$ cat config.mk
export PLATFORM = sky130hd
export DESIGN_NAME = tdsv_ram
export DESIGN_NICKNAME = d
export VERILOG_FILES = /design/src/hw/rtl/tdsv_ram.sv
export SDC_FILE = /design/constraint.sdc
export NUM_CORES = 2
export LEC_CHECK = 0
export BUFFER_PORTS_ARGS = -buffer_cell sky130_fd_sc_hd__clkbuf_2
export CORE_ASPECT_RATIO = 1.25
export CORE_MARGIN = 2
export CORE_UTILIZATION = 45
export CTS_BUF_LIST = sky130_fd_sc_hd__clkbuf_2 sky130_fd_sc_hd__clkbuf_4 sky130_fd_sc_hd__clkbuf_8
export DETAILED_ROUTE_END_ITERATION = 10
export GPL_TIMING_DRIVEN = 0
export PLACE_DENSITY = 0.68
export SLEW_MARGIN = 25
export SYNTH_ARGS = -nofsm -noshare
export SYNTH_HDL_FRONTEND = slang
export SYNTH_SLANG_ARGS = --single-unit
$ cat constraint.sdc
create_clock -name aclk -period 3.4 [get_ports aclk]
set_input_delay 0.17 -clock aclk [delete_from_list [all_inputs] [get_ports aclk]]
set_output_delay 0.17 -clock aclk [all_outputs]
set_load 0.005 [all_outputs]
$ cat src/hw/rtl/tdsv_ram.sv
// generic single-write single-read ram with registered read
module tdsv_ram #(
    parameter int WIDTH = 32,
    parameter int DEPTH = 64
) (
    input  logic                     aclk,
    input  logic                     we,
    input  logic [$clog2(DEPTH)-1:0] waddr,
    input  logic [WIDTH-1:0]         wdata,
    input  logic [$clog2(DEPTH)-1:0] raddr,
    output logic [WIDTH-1:0]         rdata
);

    logic [WIDTH-1:0] mem [DEPTH];
    logic [WIDTH-1:0] rdata_reg;

    always_ff @(posedge aclk) begin
        if (we) begin
            mem[waddr] <= wdata;
        end
        rdata_reg <= mem[raddr];
    end

    assign rdata = rdata_reg;

endmodule

==> metrics.log <==
INFO  metric initial_antenna_violation_count = 24
INFO  metric cp-end-kind = register
INFO  metric max_cap_violations = 0
INFO  metric die_h = 471 um
INFO  metric ys_seq_area_frac = 0.791
INFO  metric netlist_top_cells_area = sky130_fd_sc_hd__edfxtp_1 78%, sky130_fd_sc_hd__mux4_2 16%, sky130_fd_sc_hd__mux2i_1 1.2%
INFO  metric grt_use_total = 0.266
INFO  metric start_util = 0.452
INFO  metric synth_top_cell_by_area = sky130_fd_sc_hd__edfxtp_1
INFO  metric hpwlAfterDp = about 160 mm
INFO  metric syn-mean-instance-area = 23.6 sq um
INFO  metric wl = approximately 240 mm
INFO  metric min_period_over_period = 1.04
INFO  metric fillCellCount = roughly 13,000
INFO  metric via_count_of_the_first_global_routing_pass = ~40,000
INFO  metric drive_above_1_share = 0.344
INFO  metric drt-vias-per-instance = roughly 6.3
INFO  metric syn-cell-area = a little under 80,000 sq um
INFO  metric core_area = roughly 170,000 sq um
INFO  metric fin_ws = -0.153 ns
INFO  metric fmax = roughly 280 MHz
INFO  metric result_of_the_run = finished with violations
INFO  metric clk_transition_reported_paths = ~0.060 ns
INFO  metric static-leakage-power = just under 30 nW
INFO  metric post_synth_simple_gate_area = 0.0127
INFO  metric clock_latency = ~1.0 ns
INFO  metric yosys_warnings = 0
INFO  metric h-tree-depth = 5
INFO  metric cts_max_path_buffers = 4
INFO  metric sequential_cell_area = 62,100 sq um
INFO  metric detailroute.via_count = approximately 41,000
INFO  metric hp-class = primary input to register
INFO  metric timing_worst_setup_path_type = primary input to register
INFO  metric die_area = approximately 180,000 sq um
INFO  metric grt_pass1_wl = ~320 mm
INFO  metric final.setup_skew = ~0.084 ns
INFO  metric die_w = approximately 380 um
INFO  metric clock_buffer_count_from_cts = about 320
INFO  metric drc = 0
INFO  metric yosys.area_share.xor_xnor = 0
INFO  metric synth.distinct_cells = 34
INFO  metric worst_ep_arrival_time = 4.39 ns
INFO  metric pin_count_of_the_biggest_net_entering_global_routing = 65
INFO  metric critPathMaxFanout = 19
INFO  metric yosys-mux-area-fraction = 0.168
INFO  metric portBuffers = 69
INFO  metric total_power_of_the_final_layout = 0.0517 W
INFO  metric combinational_family_with_the_most_area_after_synthesis = multiplexers
INFO  metric timing_worst_slew_pin_value = 1.21 ns
INFO  metric ctsRootBufferMaster = sky130_fd_sc_hd__clkbuf_8
INFO  metric finalWeightedCongestion = about 0.96
INFO  metric holdWs = about 0.12 ns
INFO  metric relSlewSlack = 0.193
INFO  metric initialDrtViolationCount = 7,070
INFO  metric timing.final.hold_violations = 0
INFO  metric detail_route.wl_per_cell = roughly 37 um
INFO  metric start_kind = primary input
INFO  metric report.final.setup_viol = 2
INFO  metric unrepaired_setup_endpoints_after_global_routing = false
INFO  metric area_delta_synth_final = 17.4%
INFO  metric synth_compound_area_frac = 0.0167
INFO  metric rows = between 150 and 200
INFO  metric tritoncts = built
INFO  metric peakVddDrop = ~0.32 mV
INFO  metric postSynthRegisterBits = 2,080
INFO  metric cp.required = ~4.2 ns
INFO  metric area_share_of_fa_ha_maj_cells_after_synthesis = 0
INFO  metric final_nets = just under 4,000
INFO  metric max_reg_flops = between 2,000 and 2,500
INFO  metric post_synth_inst_count = about 3,300
INFO  metric violations = negative setup slack
INFO  metric pin_count = 78
INFO  metric cts_sinks = between 2,000 and 2,500
INFO  metric drt_pre_antenna_iters = 9
INFO  metric period_needed = about 3.6 ns
INFO  metric synth_nets = about 3,400
INFO  metric multi_input_area = ~16,000 sq um
INFO  metric synthDominantCellAreaShare = 0.783
INFO  metric p_per_area = ~560 nW/um^2
INFO  metric antenna_violating_nets_left = 0
INFO  metric grt.overflow.total = 0
INFO  metric final_max_slew_viol_count = 0
-- report_power, final --
part           internal [W]  leakage (nW)  switching (W)
logic               0.00104          7.11        0.00206
clock network        0.0107          3.22        0.00945
registers            0.0284          18.7      0.0000576
total                0.0402          29.0         0.0116
-- final cells by class --
class,count,area share
diodes,11,0.000299
plain buffers,181,0.00997
clock buffers,435,0.0583
clock inverters,115,0.00739
multi-input cells,1062,0.173
flip-flops and latches,2080,0.674
well taps,2335,0.0317
repair buffers,250,0.0447
-- per-layer routing --
metal,vias up,global-route usage,share of wire
met5,-,0.00766,0.0011
met4,12,0.153,0.069
met3,759,0.0781,0.13
met2,3107,0.413,0.47
met1,21257,0.334,0.34
li1,15474,-,-
-- final timing paths --
check                              endpoint  cells past startpoint   startpoint  slack (ns)
worst max-delay path              rdata[16]                      9     raddr[1]       -0.15
worst min register to register    rdata[17]                      4  mem[28][17]        1.01
worst max register to register    rdata[18]                      4  mem[15][18]        0.67
worst min-delay path            mem[39][13]                      2    wdata[13]        0.12
-- cell families (layout without fill, tap and decap cells) --
logic type,Yosys count,count (layout)
multiplexers,637,637
flip-flops,2080,2080
AND/OR/NAND/NOR,223,223
buffers and inverters,182,981
AO/OA/AOI/OAI,202,202
other,0,11
-- Yosys cell counts, drive strengths merged --
cell / count
o221ai: 27
nand2b: 8
mux4: 544
buf: 108
a41o: 4
nand3: 5
a22oi: 12
nand4b: 1
a31oi: 1
a21oi: 62
mux2i: 93
nor2: 137
or3: 3
nor2b: 15
o32ai: 4
nand4: 2
clkbuf: 74
nand2: 26
and3: 4
dfxtp: 32
o22ai: 84
or2: 3
a311oi: 8
nand3b: 5
nor3: 7
or3b: 5
and2: 2
edfxtp: 2048
-- stage by stage --
step | cell area, sq um | cells | setup TNS, ns | util | setup WS, ns
finish | 92200 | 6469 | -0.239 | 0.531 | -0.153
global route | 92100 | 6459 | 0 | 0.531 | 0.0843
floorplan | 78500 | 3324 | 0 | - | 0.0702
global placement | 81800 | 5728 | -2894.01 | 0.471 | -2.74
detailed placement | 85700 | 5871 | -14.35 | 0.494 | -1.14
CTS | 92100 | 6455 | 0 | 0.531 | 0.155
-- worst max-delay path, cell delays in order --
cell and delay (ns):
sky130_fd_sc_hd__buf_2 0.42, sky130_fd_sc_hd__buf_2 0.43, sky130_fd_sc_hd__buf_2 0.71, sky130_fd_sc_hd__nand2_1 0.64, sky130_fd_sc_hd__clkbuf_1 0.51, sky130_fd_sc_hd__o22ai_1 0.28, sky130_fd_sc_hd__nor2_1 0.19, sky130_fd_sc_hd__a21oi_1 0.78
sky130_fd_sc_hd__nor2_1 0.22
-- timing repair --
item	CTS	global route
endpoints found under the hold margin	1901	192
gates resized for setup	0	1
hold buffers	35	3
setup buffers	0	0
endpoints found under the setup margin	1	1
cloned	0	0
-- placed cells by master (no fill, tap or decap), drive strengths merged, types with 2 or more instances in the layout --
cell | netlist | layout
buf | 108 | 252
edfxtp | 2048 | 2048
or3 | 3 | 3
a41o | 4 | 4
nand3b | 5 | 5
and3 | 4 | 4
o221ai | 27 | 27
mux2i | 93 | 93
dfxtp | 32 | 32
clkinvlp | 0 | 4
mux4 | 544 | 544
clkinv | 0 | 101
o22ai | 84 | 84
dlygate4sd3 | 0 | 38
inv | 0 | 3
bufinv | 0 | 7
a22oi | 12 | 12
a311oi | 8 | 8
or3b | 5 | 5
nor2 | 137 | 137
nand3 | 5 | 5
a21oi | 62 | 62
nand4 | 2 | 2
or2 | 3 | 3
nor3 | 7 | 7
o32ai | 4 | 4
nor2b | 15 | 15
clkbuf | 74 | 576
diode | 0 | 11
nand2b | 8 | 8
and2 | 2 | 2
nand2 | 26 | 26
No activity file was read; power rests on OpenSTA's default activity.
