`config.mk`:
```
export PLATFORM = sky130hd
export DESIGN_NAME = tdsv_div
export DESIGN_NICKNAME = d
export VERILOG_FILES = /design/src/hw/rtl/tdsv_pkg.sv /design/src/hw/rtl/tdsv_div.sv
export SDC_FILE = /design/constraint.sdc
export NUM_CORES = 1
export LEC_CHECK = 0
export BUFFER_PORTS_ARGS = -buffer_cell sky130_fd_sc_hd__buf_4
export CELL_PAD_IN_SITES_DETAIL_PLACEMENT = 1
export CELL_PAD_IN_SITES_GLOBAL_PLACEMENT = 1
export CORE_MARGIN = 4
export CORE_UTILIZATION = 45
export DETAILED_ROUTE_END_ITERATION = 8
export PLACE_DENSITY = 0.92
export SYNTH_ARGS = -nofsm -noshare
export SYNTH_HDL_FRONTEND = slang
export SYNTH_SLANG_ARGS = --single-unit
```
`constraint.sdc`:
```
create_clock -name aclk -period 3.6 [get_ports aclk]
set_clock_uncertainty 0.2 [all_clocks]
set_input_delay 0.36 -clock aclk [delete_from_list [all_inputs] [get_ports aclk]]
set_output_delay 0.36 -clock aclk [all_outputs]
set_load 0.05 [all_outputs]
```
`src/hw/rtl/tdsv_pkg.sv`:
```
// shared types and constants of the tridiagonal solver
package tdsv_pkg;

    localparam int DATA_W    = 32;
    localparam int ROW_IDX_W = 6;
    localparam int STATUS_W  = 2;

    localparam logic [STATUS_W-1:0] STAT_OK        = 2'd0;
    localparam logic [STATUS_W-1:0] STAT_ZERO_PIV  = 2'd1;
    localparam logic [STATUS_W-1:0] STAT_OVERFLOW  = 2'd2;

    // divider status toward the controller
    typedef struct packed {
        logic busy;
        logic done;
    } div_stat_t;

endpackage

```
`src/hw/rtl/tdsv_div.sv`:
```
// bit-serial signed fixed-point divider, (num << frac) / den, truncating, saturated
module tdsv_div #(
    parameter int FRAC_BITS = 16
) (
    input  logic                                 aclk,
    input  logic                                 aresetn,
    input  logic                                 start,
    input  logic signed [tdsv_pkg::DATA_W-1:0]   num,
    input  logic signed [tdsv_pkg::DATA_W-1:0]   den,
    output tdsv_pkg::div_stat_t                  stat,
    output logic signed [tdsv_pkg::DATA_W-1:0]   quot
);

    localparam int DW = tdsv_pkg::DATA_W + FRAC_BITS;
    localparam int CW = $clog2(DW + 1);
    localparam int W  = tdsv_pkg::DATA_W;

    logic [W-1:0]  rem_reg, rem_next;
    logic [DW-1:0] q_reg, q_next;
    logic [W-1:0]  d_reg, d_next;
    logic          neg_reg, neg_next;
    logic [CW-1:0] cnt_reg, cnt_next;
    logic          busy_reg, busy_next;
    logic          done_reg, done_next;

    logic [W-1:0]  abs_num;
    logic [W-1:0]  abs_den;
    logic [W:0]    trial;
    logic          fits;

    assign abs_num = num[W-1] ? W'(-num) : W'(num);
    assign abs_den = den[W-1] ? W'(-den) : W'(den);
    assign trial   = {rem_reg, q_reg[DW-1]};
    assign fits    = trial >= {1'b0, d_reg};

    always_comb begin
        rem_next  = rem_reg;
        q_next    = q_reg;
        d_next    = d_reg;
        neg_next  = neg_reg;
        cnt_next  = cnt_reg;
        busy_next = busy_reg;
        done_next = 1'b0;
        if (start) begin
            rem_next  = '0;
            q_next    = {abs_num, {FRAC_BITS{1'b0}}};
            d_next    = abs_den;
            neg_next  = num[W-1] ^ den[W-1];
            cnt_next  = '0;
            busy_next = 1'b1;
        end else if (busy_reg) begin
            rem_next = fits ? W'(trial - {1'b0, d_reg}) : trial[W-1:0];
            q_next   = {q_reg[DW-2:0], fits};
            cnt_next = cnt_reg + CW'(1);
            if (cnt_reg == CW'(DW - 1)) begin
                busy_next = 1'b0;
                done_next = 1'b1;
            end
        end
    end

    always_ff @(posedge aclk) begin
        if (!aresetn) begin
            busy_reg <= 1'b0;
            done_reg <= 1'b0;
            cnt_reg  <= '0;
        end else begin
            busy_reg <= busy_next;
            done_reg <= done_next;
            cnt_reg  <= cnt_next;
        end
        rem_reg <= rem_next;
        q_reg   <= q_next;
        d_reg   <= d_next;
        neg_reg <= neg_next;
    end

    // saturate magnitude and apply sign
    always_comb begin
        if (!neg_reg) begin
            if (q_reg[DW-1:W-1] != '0) begin
                quot = {1'b0, {(W-1){1'b1}}};
            end else begin
                quot = q_reg[W-1:0];
            end
        end else begin
            if (q_reg[DW-1:W] != '0 || (q_reg[W-1] && q_reg[W-2:0] != '0)) begin
                quot = {1'b1, {(W-1){1'b0}}};
            end else begin
                quot = W'(-q_reg[W-1:0]);
            end
        end
    end

    assign stat.busy = busy_reg;
    assign stat.done = done_reg;

endmodule

```
==> results of run 1 <==
[stage by stage]
step	TNS, ns	std cells
after CTS	-13.23	1437
after global routing	-18.82	1441
after detailed placement	-4.06	1396
after floorplan	-6.15	1034
final	-17.35	1442
after global placement	0	1396
[worst max-delay path by stage]
stage / start / endpoint / slack [ns]
finish: q_reg[1] / quot[15] / -0.76
global route: q_reg[1] / quot[15] / -0.75
CTS: q_reg[16] / quot[8] / -0.52
detailed placement: q_reg[0] / quot[8] / -0.21
global placement: q_reg[16] / quot[6] / 0.008
floorplan: q_reg[16] / quot[23] / -0.37
[routing by layer]
metal	up-vias	track usage [%]	wire length, um
met1	4443	32.7	12700
met4	0	11.9	1620
li1	4050	-	-
met2	380	54.1	17500
met3	123	5.15	1850
met5	-	0	0
[cell type report]
| cell class | count | share of cell area, % |
|---|---|---|
| timing repair buffer | 175 | 13.6 |
| tap | 260 | 2.81 |
| antenna | 1 | 0.0216 |
| multi-input combinational | 795 | 49.9 |
| inverter | 58 | 1.88 |
| clock inverter | 14 | 1.48 |
| sequential | 121 | 26.5 |
| clock buffer | 18 | 3.79 |
[power breakdown]
group / total [mW] / leakage [nW] / internal (mW) / switching (mW)
clock: 1.79 / 0.283 / 1.11 / 0.686
sequential: 1.70 / 1.12 / 1.60 / 0.105
combinational: 1.72 / 3.26 / 0.675 / 1.04
total: 5.21 / 4.66 / 3.38 / 1.83
[kinds of logic (layout without fill, tap and decap cells)]
| logic type | Yosys count | count (layout) | share of synthesized area (%) |
|---|---|---|---|
| compound gates | 281 | 281 | 21.5 |
| xor+xnor | 94 | 94 | 9.43 |
| fa+ha+maj | 37 | 37 | 5.39 |
| buf+inv | 118 | 265 | 5.47 |
| flops | 121 | 121 | 35.2 |
| mux | 32 | 32 | 3.67 |
| other cells | 0 | 1 | 0 |
| simple gates | 351 | 351 | 19.3 |
[cell usage after synthesis, types with 4 or more instances]
cell      count
nor4_1       11
and3_1        4
a22o_1        5
o21ai_0      85
nand2b_1     11
mux2i_1      32
xnor2_1      60
dfxtp_1      56
a211oi_1     20
nand4_1      16
a21oi_1      45
or3_1        24
clkbuf_1     47
o211ai_1      6
xor2_1       34
nor3_1       25
edfxtp_1     65
buf_1         4
nor2_1       86
o21bai_1      6
or4_1        12
nor2b_1      12
a31oi_1       9
o311ai_0      6
o31ai_1      19
inv_1        57
o41ai_1      10
o311ai_1     19
nand2_1     121
ha_1         36
a21o_1       22
a211o_1       4
buf_2         4
a311oi_1      8
or2_2         7
nand3_1       7
[critical path, cell delays in order (launching register included)]
cell	delay, ns
dfxtp_1	0.33
inv_1	0.11
ha_1	0.21
nor3b_4	0.23
nand4_1	0.25
or4_4	0.51
or3_4	0.35
o21ai_2	0.16
nand2b_1	0.10
buf_4	0.17
buf_12	0.16
nor2b_1	0.23
o21ai_1	0.19
o311ai_4	0.16
buf_6	0.21
[repair_timing]
| action | in CTS | in global routing |
|---|---|---|
| endpoints found under the setup margin | 30 | 40 |
| hold endpoints to repair | 3 | 0 |
| resized for setup | 61 | 50 |
| gates cloned | 3 | 1 |
| pin swaps | 8 | 14 |
| setup buffers | 4 | 4 |
| hold buffers | 3 | 0 |
==> results.txt, run 1 <==
* Status: finished, violations left
* Violated checks: setup timing
- Number of cells produced by synthesis: 1034
- Path category of the worst min-delay check: in2reg
* Starting density of the core: 46.2%
* Max-Cap Viols: 0
- The path with the worst hold slack has its endpoint at d_reg[29].
* R2R setup slack: approximately 0.12 ns
- Antenna violations before repair: 0
- For this run, the number of Yosys warnings is 0.
* Footprint of the flip-flops and latches: between 3000 and 4000 um2
- Sinks on Clock Net: about 120
- Via density per instance: slightly above 6
* Count of final hold-check violations: 0
* Crit Path Category: reg2out
- After synthesis, flip-flops and latches occupy 35.2% of the total area.
- Placement Rows: 50
- CTS Root Buffer Type: clkbuf_16
- Synth top area cells: edfxtp_1 (22%), dfxtp_1 (13%), xnor2_1 (6.0%)
* Aggregate routed wire length: roughly 34000 um
- Worst Setup Start Kind: flip-flop
- Static timing analysis puts the maximum clock frequency at around 230 MHz.
- Yosys mapped a number of flops with a built-in enable equal to 65.
* Worst endpoint data arrival time: 3.80 ns
* CP Capture Type: output port
- The first routing iteration left approximately 600 violations.
- Worst Path Max Fanout: 15
- Most common cell after layout, fill and taps aside: buf_4
- From left edge to right edge, the die measures 147 um.
* Setup repair after global routing missed its margin: true
- Number of cells traversed by the worst hold path: 2
- In this run the critical register-to-register path is captured at rem_reg[24].
- After layout, the worst path uses 121% of the clock period.
* Clock Pin Slew Worst Setup and Hold Paths: 0.06 ns
- The area growth from synthesis to layout is 32.7%.
- Total power density per cell area: 450 nW/um2
- Register bit total from synthesis: around 120
- Most used flip-flop cell after synthesis: edfxtp_1
* Layout Cell Area excl Fill: 11600 um2
* Number of buffers created by CTS: 17
* Share of flip-flops with an asynchronous set or reset: 0%
- Entering global routing, the biggest net connects 64 pins.
* Area of the core: about 19000 um2
- Post-place instance area: a little over 10000 um2
* Hold_ws: 0.0260 ns
- Via count of the first global-routing pass: 9477
- The analysis attributes to cell leakage a power of 4.66 nW.
* Number of cells traversed by the worst register-to-register path: 12
- Combined global-route utilization of all metal layers: 29.1%
* GRT Residual Overflow: 0
- The startpoint identified for the worst register-to-register timing path is q_reg[47].
* Overall power after layout: 5.21 mW
- Post-synthesis average cell area: 8.44 um2
- Worst slack at placement: -0.207 ns
- The library cells used most frequently in the layout, excluding fill and tap cells, are buf_4 (134), nand2_1 (118), nor2_1 (84).
- Net total in the final layout: 1272
- Routed WL per cell: 23.4 um
- Summing all multi-input logic gate instances after layout gives 5790 um2.
- Fill cell count: 2140
- TritonCTS built the clock tree.
- Port Buffers: 100
* Die Y-Extent: 147 um
* Placed wire-length estimate after detailed placement: 21100 um
- Cells with a size suffix above 1 make up 23.2% of the layout.
* Normalized max-slew margin: between 20 and 30%
- Of all cell types, the one taking the most synthesized area is edfxtp_1.
- At the later pin of the worst-skew pair, clock insertion delay measures 0.43 ns.
- The max-slew violation count is 0.
- After synthesis, the netlist uses 63 different library cells.
* Post-detailed-route count of antenna-violating nets: 0
- Die area: 21700 um2
- Before antenna repair, the detailed router went through 5 iterations.
* DRC violation count after routing: 0
- The startpoint identified for the worst hold timing path is den[29].
- Largest register FFs: 48
* Post-synth top area share: 22.4%
- Setup violations remaining at the end of the flow were counted as 30.
- Buffer levels on the longest clock path: 2
- In the post-route analysis, the smallest setup slack over all paths is -0.762 ns.
- Cells fill between 60% and 70% of the core in the end.
* Count of pins on the block boundary: 101
- Post-synthesis cell area: 8730 um2
- Post-synthesis net count: 1138
- Routability-driven placement finished with a final weighted congestion of between 0.9 and 1.
- The final route contains 8996 vias.
- First-pass GRT wire length: 50500 um
- H-tree level count: 4
- Worst IR Drop VDD: 0.000309 V
- CP Data Required Time: 3.04 ns
- Worst Tran Pin Value: between 1 and 1.5 ns
- Shortest clock period the worst path allows after layout: between 4 and 5 ns
(Power assumes the default switching activity.)
==> run 2, diff against run 1 <==
Settings changed: CORE_ASPECT_RATIO set to 1.1.
==> run 2 against run 1 <==
Net effect:
- the flow still finishes with violations (setup timing)
- wire length down 4.9%
- clock power fell by 5%
- combinational power fell by 2%
- critical path type unchanged
- critical endpoint is now quot[3]
==> results.txt, run 2 (synthesis gave the netlist of run 1 again) <==
- The number of antenna violations at the first check in global routing was 0 (unchanged).
- First-pass GRT wire length: 48500 um (was 50500 um)
- The transition time at the pin with the least slew margin was 0.983 ns (was 1.09 ns).
* CP most frequent cell: or3_4
* Switching share of power: 35.4% (was 35.2%)
- The classification of the worst-slack hold path was in2reg (unchanged).
- The CTS clock-pin slew for the worst setup and hold paths is 0.06 ns (about the same).
- The power share of the clock group was 33.6% (was 34.4%).
* Layout Cell Area excl Fill: 11300 um2 (was 11600 um2)
- Fin crit share: 115% (was 121%)
- The area growth from synthesis to final layout came to 29.7% (was 32.7%).
* Layout cell share with drive strength beyond 1: 22.1% (was 23.2%)
* Via density per instance: 6.27 (was 6.24)
- Leak pwr: 4.58 nW (was 4.66 nW)
- Post-place instance area: 10300 um2 (was 10400 um2)
- The relative slew slack is 34.4% (was 27.4%).
* Crit Path Category: reg2out (unchanged)
* Number of cells traversed by the worst hold path: 2 (unchanged)
- The final number of setup-violating endpoints came to 29 (was 30).
* Placer Congestion: 0.917 (was 0.931)
- Footprint of the flip-flops and latches: 3080 um2 (was 3070 um2)
- The aggregate global-route resource usage came to 27.5% (was 29.1%).
* Area of the multi-input gates: 5700 um2 (was 5790 um2)
* Starting DRC count in detailed routing: 697 (was 596)
* Commonest non-fill, non-tap cells in the layout: buf_4 (135), nand2_1 (121), nor2_1 (85) (was buf_4 (134), nand2_1 (118), nor2_1 (84))
- Total power density per cell area: 447 nW/um2 (was 450 nW/um2)
* Fill cell count: 2176 (was 2140)
- Worst IR Drop VDD: 0.000350 V (was 0.000309 V)
- The total via count in the routed design was 8917 (was 8996).
- Port Buffers: 100 (unchanged)
- Final Max Tran Viols: 0 (unchanged)
- CTS Root Buffer Type: clkbuf_16 (unchanged)
- The insertion delay of the later-clocked pin in the worst-skew pair was 0.43 ns (about the same).
- R2R setup slack: 0.15 ns (was 0.12 ns)
- Worst Path Max Fanout: 6 (was 15)
* Placement Rows: 53 (was 50)
* Worst endpoint data arrival time: 3.58 ns (was 3.80 ns)
- Number of cells traversed by the worst register-to-register path: 12 (unchanged)
- The final routed DRC violation total came to 0 (unchanged).
* Shortest clock period the worst path allows after layout: 4.14 ns (was 4.36 ns)
- Net total in the final layout: 1266 (was 1272)
- The post-detailed-route count of antenna-violating nets came to 0 (unchanged).
- The destination of the worst register-to-register timing path was rem_reg[27] (was rem_reg[24]).
- The buffers plus inverters on the worst setup path is 2 (was 4).
- The total power came to 5.07 mW (was 5.21 mW).
- Largest incremental delay on the critical path: 0.43 ns (was 0.51 ns)
* Status: finished, violations left (unchanged)
- Drt pass-1 iters: 5 (unchanged)
- Buffer levels on the longest clock path: 2 (unchanged)
- The largest net degree at the start of global routing came to 84 (was 64).
- Largest delay share family, worst path: simple AND/OR/NAND/NOR gates (unchanged)
- The endpoint type of the worst setup path was an output port (unchanged).
- Number of buffers created by CTS: 17 (unchanged)
- Least setup slack across all paths after layout: -0.535 ns (was -0.762 ns)
- Hold path endpoint: d_reg[19] (was d_reg[29])
* Aggregate routed wire length: 32000 um (was 33700 um)
* Net switching component of the power: 1.80 mW (was 1.83 mW)
- GRT Residual Overflow: 0 (unchanged)
- The share of total power in combinational logic came to 33.1% (was 32.9%).
- Setup repair after global routing missed its margin: true (unchanged)
* Area of the core: 19100 um2 (was 18900 um2)
* Die Y-Extent: 154 um (was 147 um)
- Launching point of the worst reg2reg path: d_reg[1] (was q_reg[47])
* Fmax: 242 MHz (was 229 MHz)
- The startpoint class of the critical path is a flip-flop (unchanged).
- The max capacitance violation total came to 0 (unchanged).
- Sequential share of power: 33.3% (was 32.6%)
* CP Data Required Time: 3.04 ns (about the same)
- The worst slack on hold paths was 0.0259 ns (was 0.0260 ns).
* Placed wire-length estimate after detailed placement: 21000 um (was 21100 um)
- Routed WL per cell: 22.5 um (was 23.4 um)
* Die area: 21700 um2 (about the same)
* Slowest library cell on the worst path: or4_4 (unchanged)
- The number of global-route vias before repair was 9391 (was 9477).
- The CTS tree is yes (unchanged).
- The count of boundary I/O pins came to 101 (unchanged).
- The number of clock sinks seen by CTS was 121 (unchanged).
- The width of the chip came to 141 um (was 147 um).
* Internal power consumption: 3.27 mW (was 3.38 mW)
- Ordered list of cells on the worst path: or3_4, or3_1, or4_4, or3_4, o21ai_2, nand2b_1, or2_4, buf_16, o311ai_4, buf_6 (was inv_1, ha_1, nor3b_4, nand4_1, or4_4, or3_4, o21ai_2, nand2b_1, buf_4, buf_12, nor2b_1, o21ai_1, o311ai_4, buf_6)
* Worst Min Path Start: den[19] (was den[29])
- The total count of hold-check failures in the final report came to 0 (unchanged).
- The initial core utilization was 45.7% (was 46.2%).
- Violated checks: setup timing (unchanged)
- Most common cell after layout, fill and taps aside: buf_4 (unchanged)
- The CTS H-tree depth came to 4 (unchanged).
* Count of inserted antenna diode cells: 0 (was 1)
* Largest register FFs: 48 (unchanged)
run 2: repair_timing:
action | CTS | global route
hold buffers | 2 | 0
hold endpoints to repair | 2 | 0
endpoints found under the setup margin | 29 | 62
gates cloned | 2 | 0
gates resized for setup | 44 | 26
setup buffers | 1 | 8
pin swaps | 5 | 10
run 2: how the worst max path moves through the flow:
| stage | start | end | cells past startpoint |
|---|---|---|---|
| after CTS | q_reg[16] | quot[12] | 10 |
| final | q_reg[16] | quot[3] | 10 |
| after floorplan | q_reg[16] | quot[23] | 10 |
| after global placement | q_reg[16] | quot[8] | 10 |
| after global routing | q_reg[1] | quot[31] | 12 |
| after detailed placement | num[4] | q_reg[44] | 9 |
run 2: metrics by stage:
step                      util (%)  setup WS (ns)  instances  TNS, ns
after floorplan                  -         -0.371       1034    -6.15
after global placement        53.8         0.0211       1377        0
after detailed placement      53.8        -0.0942       1377    -1.15
after CTS                     58.4         -0.430       1414   -10.67
after global routing          59.3         -0.646       1422   -15.07
final                         59.3         -0.535       1422   -12.21
run 2: cell type report:
| type | count | share of cell area, % |
|---|---|---|
| sequential | 121 | 27.2 |
| clock inverter | 14 | 1.33 |
| tap | 247 | 2.73 |
| clock buffer | 18 | 3.79 |
| timing repair buffer | 169 | 12.7 |
| multi-input combinational | 795 | 50.3 |
| inverter | 58 | 1.92 |
run 2: power by group through the flow:
| stage | clock network, mW | logic [mW] | registers [mW] |
|---|---|---|---|
| 2_1_floorplan | 0 | 1.05 | 1.68 |
| 3_3_place_gp | 0 | 1.45 | 1.70 |
| 3_5_place_dp | 0 | 1.52 | 1.71 |
| 4_1_cts | 1.72 | 1.59 | 1.68 |
| 5_1_grt | 1.79 | 1.80 | 1.70 |
| 6_report | 1.70 | 1.68 | 1.69 |
run 2: routing by layer:
layer	wire [um]	vias up	share of wire (%)	global-route usage (%)
li1	-	4036	-	-
met1	12200	4370	38	31.1
met4	1390	0	4.3	13.6
met5	0	-	0	0
met2	16800	394	52	49.7
met3	1620	117	5.1	4.79
==> run 3, diff against run 2 <==
Settings changed: BUFFER_PORTS_ARGS -buffer_cell sky130_fd_sc_hd__buf_4 to not set, CORE_UTILIZATION 45 to 47, CTS_CLUSTER_SIZE set to 40, DONT_BUFFER_PORTS set to 1, PLACE_DENSITY 0.92 to 0.89.
==> run 3 against run 2 <==
Net effect:
- the run still ends with setup timing left
- non-clock buffer count fell by 41
- largest power group unchanged
- final area barely moved
- maximum frequency down 1.6%
- total power increased by 4.3%
- wire length up 1.7%
- sequential share of layout area barely moved
- first-iteration DRC count decreased by 12%
- critical path type unchanged
==> results.txt, run 3 (synthesis gave the netlist of run 1 again) <==
* Port Buffers: 0 (was 100)
- The total number of nets in the final design came to 1225 (was 1266).
- Most common cell after layout, fill and taps aside: nand2_1 (was buf_4)
* Combined global-route utilization of all metal layers: 31.1% (was 27.5%)
- The first-pass GRT wire length was 50200 um (was 48500 um).
* Layout Cell Area excl Fill: 11300 um2 (about the same)
- Max-Cap Viols: 0 (unchanged)
- Starting DRC count in detailed routing: 613 (was 697)
* Die Y-Extent: 151 um (was 154 um)
- The relative slew slack was 40.7% (was 34.4%).
- The number of flip-flops in the largest register was 48 (unchanged).
- The utilization after layout was 61.8% (was 59.3%).
- Worst IR Drop VDD: 0.000333 V (was 0.000350 V)
- The area growth from synthesis to final layout was 29.9% (was 29.7%).
* Clk_lat worst skew: 0.43 ns (about the same)
* Count of inserted antenna diode cells: 0 (unchanged)
- Shortest clock period the worst path allows after layout: 4.20 ns (was 4.14 ns)
- The worst min-delay path endpoint is d_reg[7] (was d_reg[19]).
* Layout cell share with drive strength beyond 1: 16.6% (was 22.1%)
- The count of cells along the worst hold path was 2 (unchanged).
- The number of antenna violations at the first check in global routing was 0 (unchanged).
* Post-detailed-route count of antenna-violating nets: 0 (unchanged)
- Violated checks: setup timing (unchanged)
* Crit Path Category: reg2out (unchanged)
- Largest incremental delay on the critical path: 0.53 ns (was 0.43 ns)
- The first-pass detailed-route iteration total is 5 (unchanged).
* Area of the core: 18300 um2 (was 19100 um2)
* Count of pins on the block boundary: 101 (unchanged)
- The total wire length is 32600 um (was 32000 um).
- Worst endpoint data arrival time: 3.64 ns (was 3.58 ns)
- Commonest non-fill, non-tap cells in the layout: nand2_1 (120), nor2_1 (85), o21ai_0 (67) (was buf_4 (135), nand2_1 (121), nor2_1 (85)).
- Largest net degree at the start of global routing: 88 (was 84)
- Clock Pin Slew Worst Setup and Hold Paths: 0.07 ns (was 0.06 ns)
- The destination of the worst register-to-register timing path was rem_reg[20] (was rem_reg[27]).
* R2R setup slack: 0.13 ns (was 0.15 ns)
- The start point of the worst min-delay path was den[31] (was den[19]).
- Path category of the worst min-delay check: in2reg (unchanged)
- The CTS tree was yes (unchanged).
* Post-place instance area: 9910 um2 (was 10300 um2)
* Launching point of the worst reg2reg path: d_reg[26] (was d_reg[1])
- The buffers plus inverters on the worst setup path is 2 (unchanged).
* Worst Path Max Fanout: 6 (unchanged)
* Total power density per cell area: 466 nW/um2 (was 447 nW/um2)
- Slowest library cell on the worst path: or4_4 (unchanged)
- Placement Rows: 52 (was 53)
* CTS Root Buffer Type: clkbuf_16 (unchanged)
- The endpoint type of the worst setup path was an output port (unchanged).
* Buffer levels on the longest clock path: 2 (unchanged)
- Sinks on Clock Net: 121 (unchanged)
* Starting density of the core: 47.6% (was 45.7%)
- Routed WL per cell: 23.7 um (was 22.5 um)
- The number of global-route vias before repair was 9299 (was 9391).
* GRT Residual Overflow: 0 (unchanged)
* H-tree level count: 4 (unchanged)
- Count of final hold-check violations: 0 (unchanged)
- Largest delay share family, worst path: simple AND/OR/NAND/NOR gates (unchanged)
- The post-route clock period utilization came to 117% (was 115%).
- Setup repair after global routing missed its margin: true (unchanged).
- Ordered list of cells on the worst path: or3_4, or3_4, or4_4, or3_4, o21ai_2, nand2b_1, or2_4, clkbuf_16, o311ai_4, buf_12 (was or3_4, or3_1, or4_4, or3_4, o21ai_2, nand2b_1, or2_4, buf_16, o311ai_4, buf_6).
* Placer Congestion: 0.907 (was 0.917)
* Via count: 8744 (was 8917)
- Die width: 138 um (was 141 um)
- The length in cells of the worst reg-to-reg path was 12 (unchanged).
- Die area: 20800 um2 (was 21700 um2)
* Placed wire-length estimate after detailed placement: 19900 um (was 21000 um)
- The static leakage is 4.46 nW (was 4.58 nW).
- Status: finished, violations left (unchanged)
* CP Data Required Time: 3.04 ns (about the same)
* Number of buffers created by CTS: 17 (unchanged)
- Via density per instance: 6.35 (was 6.27)
* CP most frequent cell: or3_4 (unchanged)
* Overall power after layout: 5.29 mW (was 5.07 mW)
- The transition time at the pin with the least slew margin is 0.889 ns (was 0.983 ns).
- The max-slew violation count is 0 (unchanged).
- The final number of setup-violating endpoints is 30 (was 29).
* Hold_ws: 0.0127 ns (was 0.0259 ns)
- Fmax: 238 MHz (was 242 MHz)
* Least setup slack across all paths after layout: -0.605 ns (was -0.535 ns)
- The startpoint class of the critical path is a flip-flop (unchanged).
- The final routed DRC violation total is 0 (unchanged).
==> run 3: cell types whose count changed in the layout (fill, tap and decap cells not counted), sizes merged <==
cell,previous run,this run
bufinv,2,5
dlygate4sd3,2,35
buf,167,91
clkinvlp,3,2
clkinv,8,7
inv,59,57
clkbuf,18,21
==> run 3: metrics by stage <==
| step | setup WS (ns) | setup TNS (ns) | std cells |
|---|---|---|---|
| final | -0.605 | -15.49 | 1377 |
| after global routing | -0.712 | -17.79 | 1377 |
| after CTS | -0.518 | -12.48 | 1375 |
| after detailed placement | -0.172 | -2.94 | 1304 |
| after global placement | 0.0189 | 0 | 1304 |
| after floorplan | -0.371 | -6.15 | 1034 |
==> run 3: how the worst max path moves through the flow <==
| stage | startpoint | endpoint | slack, ns | cells past startpoint |
|---|---|---|---|---|
| after floorplan | q_reg[16] | quot[23] | -0.37 | 10 |
| after CTS | q_reg[16] | quot[12] | -0.52 | 10 |
| after global placement | q_reg[16] | quot[3] | 0.02 | 10 |
| after global routing | q_reg[0] | quot[15] | -0.71 | 12 |
| final | q_reg[16] | quot[18] | -0.60 | 10 |
| after detailed placement | q_reg[16] | quot[9] | -0.17 | 10 |
==> run 3: cell type report <==
| class | instances | area [um2] |
|---|---|---|
| clock buffer | 19 | 433 |
| clock inverter | 13 | 201 |
| fill | 1986 | 7010 |
| inverter | 58 | 218 |
| multi-input combinational | 795 | 5760 |
| sequential | 121 | 3080 |
| tap | 243 | 304 |
| timing repair buffer | 128 | 1350 |
==> run 3: worst register-to-register path, cell delays in order, from the launching register on <==
cell and delay (ns):
edfxtp_1 0.38, inv_1 0.09, ha_1 0.32, a21o_1 0.24, a21o_1 0.18, a21o_1 0.19, a21o_1 0.19, a211o_1 0.32
a211oi_4 0.39, and2_1 0.22, buf_4 0.23, nand2_1 0.12, a311oi_1 0.32
==> run 3: repair_timing <==
item | in CTS | in global routing
hold endpoints to repair | 119 | 0
pin swaps | 4 | 15
setup buffers | 2 | 2
resized for setup | 51 | 28
endpoints found under the setup margin | 30 | 42
gates cloned | 1 | 1
hold buffers | 36 | 0
==> run 3: layer usage <==
metal	part of all wire (%)	vias up	global-route usage, %
met4	4.9	0	14.7
met3	5.2	125	6.84
met1	38	4315	33.6
met2	52	344	57.1
li1	-	3960	-
met5	0	-	0
==> run 3: report_power, final <==
group / total [mW] / switching, mW / internal, mW / leakage [nW]
clock network: 1.92 / 0.693 / 1.22 / 0.304
logic: 1.67 / 1.00 / 0.664 / 3.04
registers: 1.70 / 0.108 / 1.59 / 1.12
total: 5.29 / 1.80 / 3.48 / 4.46
